## src/sv/bitmap_block_inode_allocator_macros.svh

```systemverilog
// Assertion helpers shared by the RTL that checks itself.
`ifndef BITMAP_BLOCK_INODE_ALLOCATOR_MACROS_SVH
`define BITMAP_BLOCK_INODE_ALLOCATOR_MACROS_SVH

// Condition that must hold at every clock edge out of reset.
`define BBIA_ASSERT_NOW(label, cond, msg) \
	label: assert property (@(posedge clk) disable iff (!arst_n) (cond)) \
		else $error(msg);

// Condition that must hold in the cycle after the antecedent.
`define BBIA_ASSERT_NEXT(label, ante, cons, msg) \
	label: assert property (@(posedge clk) disable iff (!arst_n) (ante) |=> (cons)) \
		else $error(msg);

`endif

```

## src/sv/bbia_pkg.sv

```systemverilog
`timescale 1ns / 1ps
`default_nettype none
package bbia_pkg;

	// Bitmap memory word and field widths
	localparam int WORD_W    = 32;
	localparam int BIT_W     = 5;
	localparam int NUM_W     = 11;
	localparam int ICNT_W    = 9;
	localparam int FIRST_W   = 8;
	localparam int ACT_W     = 2;
	localparam int WIDX_W    = NUM_W - BIT_W;
	localparam int CFG_IDX_W = 2;
	// Wide enough for the largest map depth
	localparam int CMP_W     = 17;

	// Action codes
	localparam logic [ACT_W-1:0] ACT_MARK_USED = 2'd0;
	localparam logic [ACT_W-1:0] ACT_MARK_FREE = 2'd1;
	localparam logic [ACT_W-1:0] ACT_FIND      = 2'd2;

	// Register indexes
	localparam logic [CFG_IDX_W-1:0] REG_BLOCK_COUNT = 2'd0;
	localparam logic [CFG_IDX_W-1:0] REG_INODE_COUNT = 2'd1;
	localparam logic [CFG_IDX_W-1:0] REG_FIRST_INODE = 2'd2;

	// Register reset values
	localparam logic [NUM_W-1:0]   BLOCK_COUNT_RST = 11'd128;
	localparam logic [ICNT_W-1:0]  INODE_COUNT_RST = 9'd32;
	localparam logic [FIRST_W-1:0] FIRST_INODE_RST = 8'd11;

	typedef enum logic [2:0] {
		ST_CLEAR,
		ST_IDLE,
		ST_MARK,
		ST_FIND,
		ST_RESP
	} state_t;

	typedef struct packed {
		logic [NUM_W-1:0]   block_count;
		logic [ICNT_W-1:0]  inode_count;
		logic [FIRST_W-1:0] first_inode;
		logic               reload_blk;
		logic               reload_ino;
	} cfg_t;

endpackage
`default_nettype wire

```

## src/sv/bbia_map_ram.sv

```systemverilog
`timescale 1ns / 1ps
`default_nettype none
module bbia_map_ram
	import bbia_pkg::*;
#(
	parameter int DEPTH = 32,
	localparam int ADDR_W = (DEPTH > 1) ? $clog2(DEPTH) : 1
) (
	input  wire logic              clk,
	input  wire logic              we,
	input  wire logic [ADDR_W-1:0] waddr,
	input  wire logic [WORD_W-1:0] wdata,
	input  wire logic              re,
	input  wire logic [ADDR_W-1:0] raddr,
	output logic      [WORD_W-1:0] rdata
);

	logic [WORD_W-1:0] mem_q [DEPTH];
	logic [WORD_W-1:0] rdata_q;

	// Write one word
	always_ff @(posedge clk) begin
		if (we) begin
			mem_q[waddr] <= wdata;
		end
	end

	// Registered read, held while idle
	always_ff @(posedge clk) begin
		if (re) begin
			rdata_q <= mem_q[raddr];
		end
	end

	assign rdata = rdata_q;

endmodule
`default_nettype wire

```

## src/sv/bbia_ctrl.sv

```systemverilog
`timescale 1ns / 1ps
`default_nettype none
module bbia_ctrl
	import bbia_pkg::*;
#(
	parameter int MAX_BLOCKS = 1024,
	parameter int MAX_INODES = 256,
	parameter int ADDR_W     = 5
) (
	input  wire logic              clk,
	input  wire logic              arst_n,
	input  wire cfg_t              cfg,
	input  wire logic              in_valid,
	output logic                   in_ready,
	input  wire logic [ACT_W-1:0]  action,
	input  wire logic              map_select,
	input  wire logic [NUM_W-1:0]  item_number,
	output logic                   out_valid,
	input  wire logic              out_ready,
	output logic      [NUM_W-1:0]  found_number,
	output logic                   bit_was_set,
	output logic                   out_of_range,
	output logic      [NUM_W-1:0]  free_blocks,
	output logic      [ICNT_W-1:0] free_inodes,
	output logic                   mem_re,
	output logic      [ADDR_W-1:0] mem_raddr,
	output logic                   mem_we_blk,
	output logic                   mem_we_ino,
	output logic      [ADDR_W-1:0] mem_waddr,
	output logic      [WORD_W-1:0] mem_wdata,
	input  wire logic [WORD_W-1:0] blk_rdata,
	input  wire logic [WORD_W-1:0] ino_rdata
);

	localparam int BLK_WORDS = (MAX_BLOCKS + WORD_W - 1) / WORD_W;
	localparam int INO_WORDS = (MAX_INODES + WORD_W - 1) / WORD_W;
	localparam int MAX_WORDS = (BLK_WORDS > INO_WORDS) ? BLK_WORDS : INO_WORDS;
	localparam logic [ADDR_W-1:0] CLR_LAST  = ADDR_W'(MAX_WORDS - 1);
	localparam logic [ADDR_W:0]   BLK_WLIM  = (ADDR_W + 1)'(BLK_WORDS);
	localparam logic [ADDR_W:0]   INO_WLIM  = (ADDR_W + 1)'(INO_WORDS);
	localparam logic [CMP_W-1:0]  MAX_BLK_V = CMP_W'(MAX_BLOCKS);
	localparam logic [CMP_W-1:0]  MAX_INO_V = CMP_W'(MAX_INODES);

	state_t state_q, state_d;

	logic [ADDR_W-1:0] clr_q;
	logic              map_q;
	logic              set_q;
	logic [BIT_W-1:0]  bit_q;
	logic [WIDX_W-1:0] word_q;
	logic [NUM_W-1:0]  start_q;
	logic [NUM_W-1:0]  last_q;
	logic [WIDX_W-1:0] rd_w_q;
	logic              chk_v_s1;
	logic [WIDX_W-1:0] chk_w_s1;
	logic [NUM_W-1:0]  found_q;
	logic              was_q;
	logic              oor_q;
	logic [NUM_W-1:0]  free_blk_q;
	logic [ICNT_W-1:0] free_ino_q;
	logic              out_valid_q;
	logic [NUM_W-1:0]  found_out_q;
	logic              was_out_q;
	logic              oor_out_q;
	logic [NUM_W-1:0]  free_blk_out_q;
	logic [ICNT_W-1:0] free_ino_out_q;

	logic              accept;
	logic              out_free;
	logic [NUM_W-1:0]  eff_blk;
	logic [NUM_W-1:0]  eff_ino;
	logic [NUM_W-1:0]  sel_eff;
	logic              is_mark;
	logic [NUM_W-1:0]  num_m1;
	logic              in_oor;
	logic              in_touch;
	logic [NUM_W-1:0]  find_start;
	logic              find_empty;
	logic              issue;
	logic [WORD_W-1:0] rd_word;
	logic [WORD_W-1:0] bit_sel;
	logic              old_bit;
	logic [WORD_W-1:0] mark_word;
	logic [WORD_W-1:0] free_bits;
	logic [WORD_W-1:0] lowest;
	logic [BIT_W-1:0]  free_pos;
	logic              hit;
	logic              scan_end;

	assign accept   = in_valid && in_ready;
	assign out_free = !out_valid_q || out_ready;

	// Decode the incoming word against the effective map size
	always_comb begin
		eff_blk = ({{(CMP_W - NUM_W){1'b0}}, cfg.block_count} > MAX_BLK_V) ?
			MAX_BLK_V[NUM_W-1:0] : cfg.block_count;
		eff_ino = ({{(CMP_W - ICNT_W){1'b0}}, cfg.inode_count} > MAX_INO_V) ?
			MAX_INO_V[NUM_W-1:0] : NUM_W'(cfg.inode_count);
		sel_eff    = map_select ? eff_ino : eff_blk;
		is_mark    = (action == ACT_MARK_USED) || (action == ACT_MARK_FREE);
		num_m1     = item_number - NUM_W'(1);
		in_oor     = is_mark && (item_number != '0) && (item_number > sel_eff);
		in_touch   = is_mark && (item_number != '0) && !in_oor;
		find_start = map_select ? NUM_W'(cfg.first_inode) : '0;
		find_empty = find_start >= sel_eff;
	end

	// Read-modify-write of the marked bit
	always_comb begin
		rd_word   = map_q ? ino_rdata : blk_rdata;
		bit_sel   = WORD_W'(1) << bit_q;
		old_bit   = |(rd_word & bit_sel);
		mark_word = set_q ? (rd_word | bit_sel) : (rd_word & ~bit_sel);
	end

	// Find the lowest clear bit inside the search window of this word
	always_comb begin
		for (int j = 0; j < WORD_W; j++) begin
			free_bits[j] = !rd_word[j]
				&& !((chk_w_s1 == start_q[NUM_W-1:BIT_W]) && (BIT_W'(j) < start_q[BIT_W-1:0]))
				&& !((chk_w_s1 == last_q[NUM_W-1:BIT_W]) && (BIT_W'(j) > last_q[BIT_W-1:0]));
		end
		lowest   = free_bits & (~free_bits + WORD_W'(1));
		free_pos = '0;
		for (int j = 0; j < WORD_W; j++) begin
			if (lowest[j]) begin
				free_pos = free_pos | BIT_W'(j);
			end
		end
		hit      = |free_bits;
		scan_end = chk_v_s1 && (hit || (chk_w_s1 == last_q[NUM_W-1:BIT_W]));
		issue    = (state_q == ST_FIND) && (rd_w_q <= last_q[NUM_W-1:BIT_W]);
	end

	// Next state
	always_comb begin
		state_d = state_q;
		case (state_q)
			ST_CLEAR: begin
				if (clr_q == CLR_LAST) begin
					state_d = ST_IDLE;
				end
			end
			ST_IDLE: begin
				if (accept) begin
					if (in_touch) begin
						state_d = ST_MARK;
					end else if ((action == ACT_FIND) && !find_empty) begin
						state_d = ST_FIND;
					end else begin
						state_d = ST_RESP;
					end
				end
			end
			ST_MARK: begin
				state_d = ST_RESP;
			end
			ST_FIND: begin
				if (scan_end) begin
					state_d = ST_RESP;
				end
			end
			ST_RESP: begin
				if (out_free) begin
					state_d = ST_IDLE;
				end
			end
			default: begin
				state_d = ST_CLEAR;
			end
		endcase
	end

	// Handshake and memory port drive
	always_comb begin
		in_ready   = 1'b0;
		mem_re     = 1'b0;
		mem_raddr  = ADDR_W'(num_m1[NUM_W-1:BIT_W]);
		mem_we_blk = 1'b0;
		mem_we_ino = 1'b0;
		mem_waddr  = ADDR_W'(word_q);
		mem_wdata  = mark_word;
		case (state_q)
			ST_CLEAR: begin
				mem_we_blk = {1'b0, clr_q} < BLK_WLIM;
				mem_we_ino = {1'b0, clr_q} < INO_WLIM;
				mem_waddr  = clr_q;
				mem_wdata  = '0;
			end
			ST_IDLE: begin
				in_ready = 1'b1;
				mem_re   = accept && in_touch;
			end
			ST_MARK: begin
				mem_we_blk = !map_q;
				mem_we_ino = map_q;
			end
			ST_FIND: begin
				mem_re    = issue;
				mem_raddr = ADDR_W'(rd_w_q);
			end
			ST_RESP: begin
				mem_re = 1'b0;
			end
			default: begin
				in_ready = 1'b0;
			end
		endcase
	end

	// State and clear sweep
	always_ff @(posedge clk or negedge arst_n) begin
		if (!arst_n) begin
			state_q  <= ST_CLEAR;
			clr_q    <= '0;
			chk_v_s1 <= 1'b0;
		end else begin
			state_q  <= state_d;
			chk_v_s1 <= issue;
			if (state_q == ST_CLEAR) begin
				clr_q <= clr_q + ADDR_W'(1);
			end
		end
	end

	// Latch the word and track the scan
	always_ff @(posedge clk) begin
		if (accept) begin
			map_q   <= map_select;
			set_q   <= action == ACT_MARK_USED;
			bit_q   <= num_m1[BIT_W-1:0];
			word_q  <= num_m1[NUM_W-1:BIT_W];
			start_q <= find_start;
			last_q  <= sel_eff - NUM_W'(1);
			rd_w_q  <= find_start[NUM_W-1:BIT_W];
			found_q <= '0;
			was_q   <= 1'b0;
			oor_q   <= in_oor;
		end else begin
			if (issue) begin
				rd_w_q <= rd_w_q + WIDX_W'(1);
			end
			if ((state_q == ST_FIND) && scan_end && hit) begin
				found_q <= {chk_w_s1, free_pos} + NUM_W'(1);
			end
			if (state_q == ST_MARK) begin
				was_q <= old_bit;
			end
		end
		chk_w_s1 <= rd_w_q;
	end

	// Free counters: reload on count write, adjust when a bit flips
	always_ff @(posedge clk or negedge arst_n) begin
		if (!arst_n) begin
			free_blk_q <= BLOCK_COUNT_RST;
			free_ino_q <= INODE_COUNT_RST;
		end else begin
			if (cfg.reload_blk) begin
				free_blk_q <= cfg.block_count;
			end else if ((state_q == ST_MARK) && !map_q) begin
				if (set_q && !old_bit && (free_blk_q != '0)) begin
					free_blk_q <= free_blk_q - NUM_W'(1);
				end else if (!set_q && old_bit && (free_blk_q != '1)) begin
					free_blk_q <= free_blk_q + NUM_W'(1);
				end
			end
			if (cfg.reload_ino) begin
				free_ino_q <= cfg.inode_count;
			end else if ((state_q == ST_MARK) && map_q) begin
				if (set_q && !old_bit && (free_ino_q != '0)) begin
					free_ino_q <= free_ino_q - ICNT_W'(1);
				end else if (!set_q && old_bit && (free_ino_q != '1)) begin
					free_ino_q <= free_ino_q + ICNT_W'(1);
				end
			end
		end
	end

	// Output word register
	always_ff @(posedge clk or negedge arst_n) begin
		if (!arst_n) begin
			out_valid_q <= 1'b0;
		end else if ((state_q == ST_RESP) && out_free) begin
			out_valid_q <= 1'b1;
		end else if (out_ready) begin
			out_valid_q <= 1'b0;
		end
	end

	always_ff @(posedge clk) begin
		if ((state_q == ST_RESP) && out_free) begin
			found_out_q    <= found_q;
			was_out_q      <= was_q;
			oor_out_q      <= oor_q;
			free_blk_out_q <= free_blk_q;
			free_ino_out_q <= free_ino_q;
		end
	end

	assign out_valid    = out_valid_q;
	assign found_number = found_out_q;
	assign bit_was_set  = was_out_q;
	assign out_of_range = oor_out_q;
	assign free_blocks  = free_blk_out_q;
	assign free_inodes  = free_ino_out_q;

endmodule
`default_nettype wire

```

## src/sv/bitmap_block_inode_allocator.sv

```systemverilog
// Block and inode bitmap allocator, first fit.
// Input channel (in_valid/in_ready) takes one word: action, map_select and
// item_number. Output channel (out_valid/out_ready) returns one word per input
// word: found_number, bit_was_set, out_of_range and both free counters.
// Configuration: cfg_we/cfg_index/cfg_wdata write block_count, inode_count and
// first_usable_inode_index; a count write reloads its free counter through a
// registered reload strobe. Each map sits in a memory of 32-bit words with
// registered reads. A no-op, a zero or out-of-range mark and a find with an
// empty window go straight to the response state; a mark reads its word, then
// writes it back; a find reads one word per cycle until it meets a clear bit or
// the last word of its window. One word is in flight at a time: in_ready
// returns as the result is loaded into the output register.
// After reset both maps are cleared one word per cycle, max(MAX_BLOCKS,
// MAX_INODES) / 32 words (32 by default); in_ready stays low
// during that pass. Counters and registers reset to 128, 32 and 11.
// The next word is accepted while a result waits in the output register; if
// the receiver stalls, the following result waits in its last state until the
// output register frees.
`timescale 1ns / 1ps
`default_nettype none
`include "bitmap_block_inode_allocator_macros.svh"
module bitmap_block_inode_allocator
	import bbia_pkg::*;
#(
	parameter int MAX_BLOCKS = 1024,
	parameter int MAX_INODES = 256
) (
	input  wire logic                 clk,
	input  wire logic                 arst_n,
	input  wire logic                 cfg_we,
	input  wire logic [CFG_IDX_W-1:0] cfg_index,
	input  wire logic [NUM_W-1:0]     cfg_wdata,
	input  wire logic                 in_valid,
	output logic                      in_ready,
	input  wire logic [ACT_W-1:0]     action,
	input  wire logic                 map_select,
	input  wire logic [NUM_W-1:0]     item_number,
	output logic                      out_valid,
	input  wire logic                 out_ready,
	output logic      [NUM_W-1:0]     found_number,
	output logic                      bit_was_set,
	output logic                      out_of_range,
	output logic      [NUM_W-1:0]     free_blocks,
	output logic      [ICNT_W-1:0]    free_inodes
);

	localparam int BLK_WORDS  = (MAX_BLOCKS + WORD_W - 1) / WORD_W;
	localparam int INO_WORDS  = (MAX_INODES + WORD_W - 1) / WORD_W;
	localparam int MAX_WORDS  = (BLK_WORDS > INO_WORDS) ? BLK_WORDS : INO_WORDS;
	localparam int ADDR_W     = (MAX_WORDS > 1) ? $clog2(MAX_WORDS) : 1;
	localparam int BLK_ADDR_W = (BLK_WORDS > 1) ? $clog2(BLK_WORDS) : 1;
	localparam int INO_ADDR_W = (INO_WORDS > 1) ? $clog2(INO_WORDS) : 1;

	logic [NUM_W-1:0]   block_count_q;
	logic [ICNT_W-1:0]  inode_count_q;
	logic [FIRST_W-1:0] first_inode_q;
	logic               reload_blk_q;
	logic               reload_ino_q;
	cfg_t               cfg;

	logic               mem_re;
	logic [ADDR_W-1:0]  mem_raddr;
	logic               mem_we_blk;
	logic               mem_we_ino;
	logic [ADDR_W-1:0]  mem_waddr;
	logic [WORD_W-1:0]  mem_wdata;
	logic [WORD_W-1:0]  blk_rdata;
	logic [WORD_W-1:0]  ino_rdata;

	// Configuration registers; hold a reload strobe for one cycle
	always_ff @(posedge clk or negedge arst_n) begin
		if (!arst_n) begin
			block_count_q <= BLOCK_COUNT_RST;
			inode_count_q <= INODE_COUNT_RST;
			first_inode_q <= FIRST_INODE_RST;
			reload_blk_q  <= 1'b0;
			reload_ino_q  <= 1'b0;
		end else begin
			reload_blk_q <= cfg_we && (cfg_index == REG_BLOCK_COUNT);
			reload_ino_q <= cfg_we && (cfg_index == REG_INODE_COUNT);
			if (cfg_we) begin
				case (cfg_index)
					REG_BLOCK_COUNT: begin
						block_count_q <= cfg_wdata;
					end
					REG_INODE_COUNT: begin
						inode_count_q <= cfg_wdata[ICNT_W-1:0];
					end
					REG_FIRST_INODE: begin
						first_inode_q <= cfg_wdata[FIRST_W-1:0];
					end
					default: begin
						first_inode_q <= first_inode_q;
					end
				endcase
			end
		end
	end

	always_comb begin
		cfg.block_count = block_count_q;
		cfg.inode_count = inode_count_q;
		cfg.first_inode = first_inode_q;
		cfg.reload_blk  = reload_blk_q;
		cfg.reload_ino  = reload_ino_q;
	end

	bbia_ctrl #(
		.MAX_BLOCKS (MAX_BLOCKS),
		.MAX_INODES (MAX_INODES),
		.ADDR_W     (ADDR_W)
	) u_ctrl (
		.clk          (clk),
		.arst_n       (arst_n),
		.cfg          (cfg),
		.in_valid     (in_valid),
		.in_ready     (in_ready),
		.action       (action),
		.map_select   (map_select),
		.item_number  (item_number),
		.out_valid    (out_valid),
		.out_ready    (out_ready),
		.found_number (found_number),
		.bit_was_set  (bit_was_set),
		.out_of_range (out_of_range),
		.free_blocks  (free_blocks),
		.free_inodes  (free_inodes),
		.mem_re       (mem_re),
		.mem_raddr    (mem_raddr),
		.mem_we_blk   (mem_we_blk),
		.mem_we_ino   (mem_we_ino),
		.mem_waddr    (mem_waddr),
		.mem_wdata    (mem_wdata),
		.blk_rdata    (blk_rdata),
		.ino_rdata    (ino_rdata)
	);

	bbia_map_ram #(
		.DEPTH (BLK_WORDS)
	) u_blk_ram (
		.clk   (clk),
		.we    (mem_we_blk),
		.waddr (mem_waddr[BLK_ADDR_W-1:0]),
		.wdata (mem_wdata),
		.re    (mem_re),
		.raddr (mem_raddr[BLK_ADDR_W-1:0]),
		.rdata (blk_rdata)
	);

	bbia_map_ram #(
		.DEPTH (INO_WORDS)
	) u_ino_ram (
		.clk   (clk),
		.we    (mem_we_ino),
		.waddr (mem_waddr[INO_ADDR_W-1:0]),
		.wdata (mem_wdata),
		.re    (mem_re),
		.raddr (mem_raddr[INO_ADDR_W-1:0]),
		.rdata (ino_rdata)
	);

	`BBIA_ASSERT_NEXT(a_busy_after_accept, in_valid && in_ready, !in_ready, "input still ready after accepting a word")
	`BBIA_ASSERT_NOW(a_write_only_busy, !(mem_we_blk || mem_we_ino) || !in_ready, "bitmap written while idle")
	`BBIA_ASSERT_NOW(a_find_result_clean, !out_valid || (found_number == '0) || (!bit_was_set && !out_of_range), "find result carries mark flags")

endmodule
`default_nettype wire

```

## config.mk

```make
export PLATFORM = sky130hd
export DESIGN_NAME = bitmap_block_inode_allocator
export DESIGN_NICKNAME = d
export VERILOG_FILES = /design/src/sv/bbia_pkg.sv /design/src/sv/bbia_map_ram.sv /design/src/sv/bbia_ctrl.sv /design/src/sv/bitmap_block_inode_allocator.sv
export VERILOG_INCLUDE_DIRS = /design/src /design/src/sv
export SDC_FILE = /design/constraint.sdc
export NUM_CORES = 2
export LEC_CHECK = 0
export BUFFER_PORTS_ARGS = -buffer_cell sky130_fd_sc_hd__buf_2
export CAP_MARGIN = 20
export CORE_MARGIN = 2
export CORE_UTILIZATION = 60
export DETAILED_ROUTE_END_ITERATION = 6
export GPL_TIMING_DRIVEN = 0
export PLACE_DENSITY = 0.76
export SKIP_CTS_REPAIR_TIMING = 1
export SYNTH_ARGS = -nofsm -noshare
export SYNTH_HDL_FRONTEND = slang
export SYNTH_SLANG_ARGS = --single-unit
```

## constraint.sdc

```tcl
create_clock -name clk -period 5.3 [get_ports clk]
set_clock_uncertainty 0.15 [all_clocks]
set_input_delay 1.06 -clock clk [delete_from_list [all_inputs] [get_ports clk]]
set_output_delay 1.06 -clock clk [all_outputs]
set_load 0.02 [all_outputs]
```

==> results.py <==
metrics = {
    "timing": {
        "setup_viol": 2,
        "min_period_over_period_pct": 100,
        "max_freq_mhz": 188,
        "tightest_slew_ns": 1.14,
        "rsz0062_at_grt": "true",
        "tns_ns": -0.0122,
        "maxSlewHeadroom_pct": 24.0,
        "finalHoldViolCount": 0,
        "slew_viol_final": 0,
        "period_minus_slack_ns": 5.31,
        "setup_ws_ns": -0.00987,
    },
    "power_and_ir_drop": {
        "cellLeakagePower_nw": 23.4,
        "netSwitchingFraction_pct": 33.1,
        "p_int_mw": 25.7,
        "pwr-share-comb_pct": 30.6,
        "switching_power_mw": 12.7,
        "finalPower_mw": 38.4,
        "seq_power_share_pct": 43.3,
        "clkPwrFrac_pct": 26.1,
        "p_per_area_nw_per_um2": 540,
        "ir_drop_v": 0.000391,
    },
    "setup_path": {
        "path_cells": "clkbuf_1 -> inv_1 -> and3_1 -> clkbuf_1 -> nor2_1 -> a21oi_1 -> buf_4 -> clkdlybuf4s15_1 -> buf_1 -> mux4_2 -> mux2i_1 -> nor2_1 -> a21oi_1 -> o21ai_1",
        "cp-start-kind": "flop",
        "crit_fanout": 10,
        "crit_arrival_ns": 5.65,
        "worstSetupPathType": "flop to flop",
        "cp.buffers_inverters": 6,
        "end_kind": "flop",
        "crit_path_top_delay_cell": "clkdlybuf4s15_1",
        "critPathRequiredTime_ns": 5.64,
        "slowest_delay_ns": 0.69,
        "path_delay_family": "buffers and inverters",
    },
    "global_routing": {
        "overflow": 0,
        "grt_pass1_vias": 34100,
        "track_usage_pct": 31.1,
        "grt_max_degree": 65,
        "grt_pass1_wl_um": 235000,
        "antenna_found_initial": 0,
    },
    "run": {
        "maxCapViolations": 0,
    },
    "placement": {
        "dpl.hpwl_um": 107000,
        "globalplace.congestion": 1.06,
        "port_buffers": 66,
    },
    "detailed_routing": {
        "ant_nets": 0,
        "via_count": 34600,
        "dr.pass1.iters": 6,
        "wire_per_inst_um": 31.5,
        "drtIter0Drc": 4870,
        "viasPerCell": 6.70,
        "drc_errors": 0,
        "wl_um": 163000,
    },
    "outcome": {
        "status": "finished with violations",
        "violations": "negative setup slack",
    },
    "clock_tree": {
        "cts.path.max_buffers": 3,
        "cts_buffers": 149,
        "cts-root-buf": "clkbuf_16",
        "clkLatencyLatePin_ns": 0.77,
        "cts_tree": "built",
        "htree_levels": 4,
        "path_clk_slew_ns": 0.06,
        "cts_sinks": 1493,
    },
    "die": {
        "die-area_um2": 105000,
        "die_x_um": 324,
        "rows": 117,
        "initial_core_util_pct": 60.5,
        "die_y_um": 324,
        "io_pins": 67,
        "core_um2": 102000,
    },
    "logic_synthesis": {
        "synth_top_area_share_pct": 69.0,
        "synth-main-ff-cell": "edfxtp_1",
        "ys_types": 93,
        "synth_area_leader_cell": "edfxtp_1",
        "yosysSeqAreaShare_pct": 72.0,
        "synth_cells": 3342,
        "ys_ff_latch": 1493,
        "synthArstFlopShare_pct": 4.02,
        "synth_area_um2": 61600,
        "synth_nets": 3423,
        "avgSynthCellArea_um2": 18.4,
        "ys.warnings.count": 0,
        "synth_edf_count": 1415,
        "synth.area.top_cells": "edfxtp_1 (69%), mux4_2 (12%), mux2_2 (2.3%), dfrtp_1 (2.2%), mux2i_1 (1.6%)",
    },
    "finish": {
        "drive_gt1_share_pct": 27.5,
        "finish.utilization_pct": 69.9,
        "fill_cells": 6038,
        "nNetsFinal": 3760,
        "syn2layout_area_growth_pct": 15.4,
    },
    "hold_path": {
        "hold_class": "input port to async pin",
    },
}
[cell usage in the layout, fill, tap and decap left out, drive strengths merged, types with 46 or more instances in the layout]
| cell | Yosys | routed |
|---|---|---|
| ha | 47 | 47 |
| mux4 | 321 | 321 |
| nand3 | 46 | 46 |
| edfxtp | 1415 | 1415 |
| nor2 | 147 | 147 |
| nand2 | 165 | 165 |
| dfrtp | 53 | 53 |
| buf | 65 | 252 |
| inv | 48 | 57 |
| mux2 | 132 | 132 |
| a21oi | 100 | 100 |
| clkinv | 0 | 66 |
| mux2i | 98 | 98 |
| o21ai | 118 | 118 |
| clkbuf | 110 | 287 |
[power by group through the flow]
| stage | clock (mW) | sequential [mW] | combinational (mW) |
|---|---|---|---|
| floorplan | 0 | 16.7 | 6.27 |
| global placement | 0 | 17.1 | 9.75 |
| detailed placement | 0 | 16.8 | 11.2 |
| CTS | 10.1 | 16.6 | 11.3 |
| global route | 10.6 | 16.7 | 12.3 |
| finish | 10.0 | 16.6 | 11.7 |
[flip-flops by register name (all words and copies together), names as in the netlist, 8 cells and up]
| signal | flops |
|---|---|
| first_inode_q | 8 |
| u_ctrl.free_ino_q | 9 |
| u_ctrl.start_q | 8 |
| u_ctrl.found_q | 11 |
| block_count_q | 11 |
| u_ctrl.found_number | 11 |
| u_blk_ram.mem_q | 1024 |
| u_ctrl.free_blocks | 11 |
| u_ino_ram.rdata | 32 |
| u_blk_ram.rdata | 32 |
| u_ctrl.free_blk_q | 11 |
| u_ctrl.last_q | 11 |
| u_ino_ram.mem_q | 256 |
| u_ctrl.free_inodes | 9 |
| inode_count_q | 9 |
[worst reg2reg max path: cells and delay by family, from the launching register on]
| family | cells | cell delay (ns) |
|---|---|---|
| buffers and inverters | 6 | 2.48 |
| AOI/OAI and AO/OA | 3 | 0.94 |
| and+or+nand+nor | 3 | 0.34 |
| muxes | 2 | 0.78 |
| DFF | 1 | 0.36 |
[synthesized netlist by cell type (all sizes together) (46+ instances only)]
library cell	n
nand2	165
nor2	147
mux2	132
buf	65
o21ai	118
ha	47
mux4	321
mux2i	98
dfrtp	53
edfxtp	1415
inv	48
a21oi	100
nand3	46
clkbuf	110
[per-layer routing]
metal | routed length (um) | GRT usage, % | vias up | share of wire [%]
met4 | 8330 | 14.8 | 0 | 5.1
met2 | 77200 | 48.3 | 2360 | 47
met5 | 0 | 0 | - | 0
met1 | 59400 | 42.3 | 17600 | 36
met3 | 18000 | 7.06 | 366 | 11
li1 | - | - | 14200 | -
[final cells by class]
cell class / count / area (um2) / area share [%]
Tap cell: 1368 / 1710 / 2.41
Clock inverter: 86 / 743 / 1.05
Sequential cell: 1493 / 44400 / 62.4
Clock buffer: 181 / 3850 / 5.41
Buffer: 174 / 830 / 1.17
Inverter: 48 / 184 / 0.259
Multi-Input combinational cell: 1626 / 17100 / 24.0
Antenna cell: 1 / 2.50 / 0.00352
Timing Repair Buffer: 187 / 2340 / 3.30
[kinds of logic after synthesis]
family          after synthesis  share of synthesized area (%)
xor+xnor                     49                          0.770
flops                      1493                           72.0
fa+ha+maj                    49                           1.02
mux                         551                           15.8
buf+inv                     223                           1.54
simple gates                549                           4.34
compound gates              428                           4.55
[worst paths after layout]
| check | cells past startpoint | slack [ns] | end | startpoint |
|---|---|---|---|---|
| hold / removal | 1 | 0.25 | u_ctrl.free_blk_q[5] | arst_n |
| hold reg to reg | 0 | 0.28 | u_ctrl.found_number[8] | u_ctrl.found_q[8] |
| max in group asynchronous | 2 | 4.03 | first_inode_q[3] | arst_n |
| setup reg to reg | 14 | -0.01 | u_blk_ram.rdata[6] | u_ctrl.state_q[2] |
| min in group clk | 0 | 0.28 | u_ctrl.found_number[8] | u_ctrl.found_q[8] |
| setup / recovery | 14 | -0.01 | u_blk_ram.rdata[6] | u_ctrl.state_q[2] |
[per-stage QoR]
step	hold WS (ns)	setup slack, ns	cells	area (um2)
floorplan	0.247	0.0655	3342	61600
global route	0.290	-0.158	5163	71100
global placement	0.258	-2.47	4776	63600
CTS	0.241	-0.742	5148	70600
finish	0.253	-0.00987	5164	71100
detailed placement	0.258	-1.43	4881	66100
Note: power is estimated with default switching activity, not from simulation.
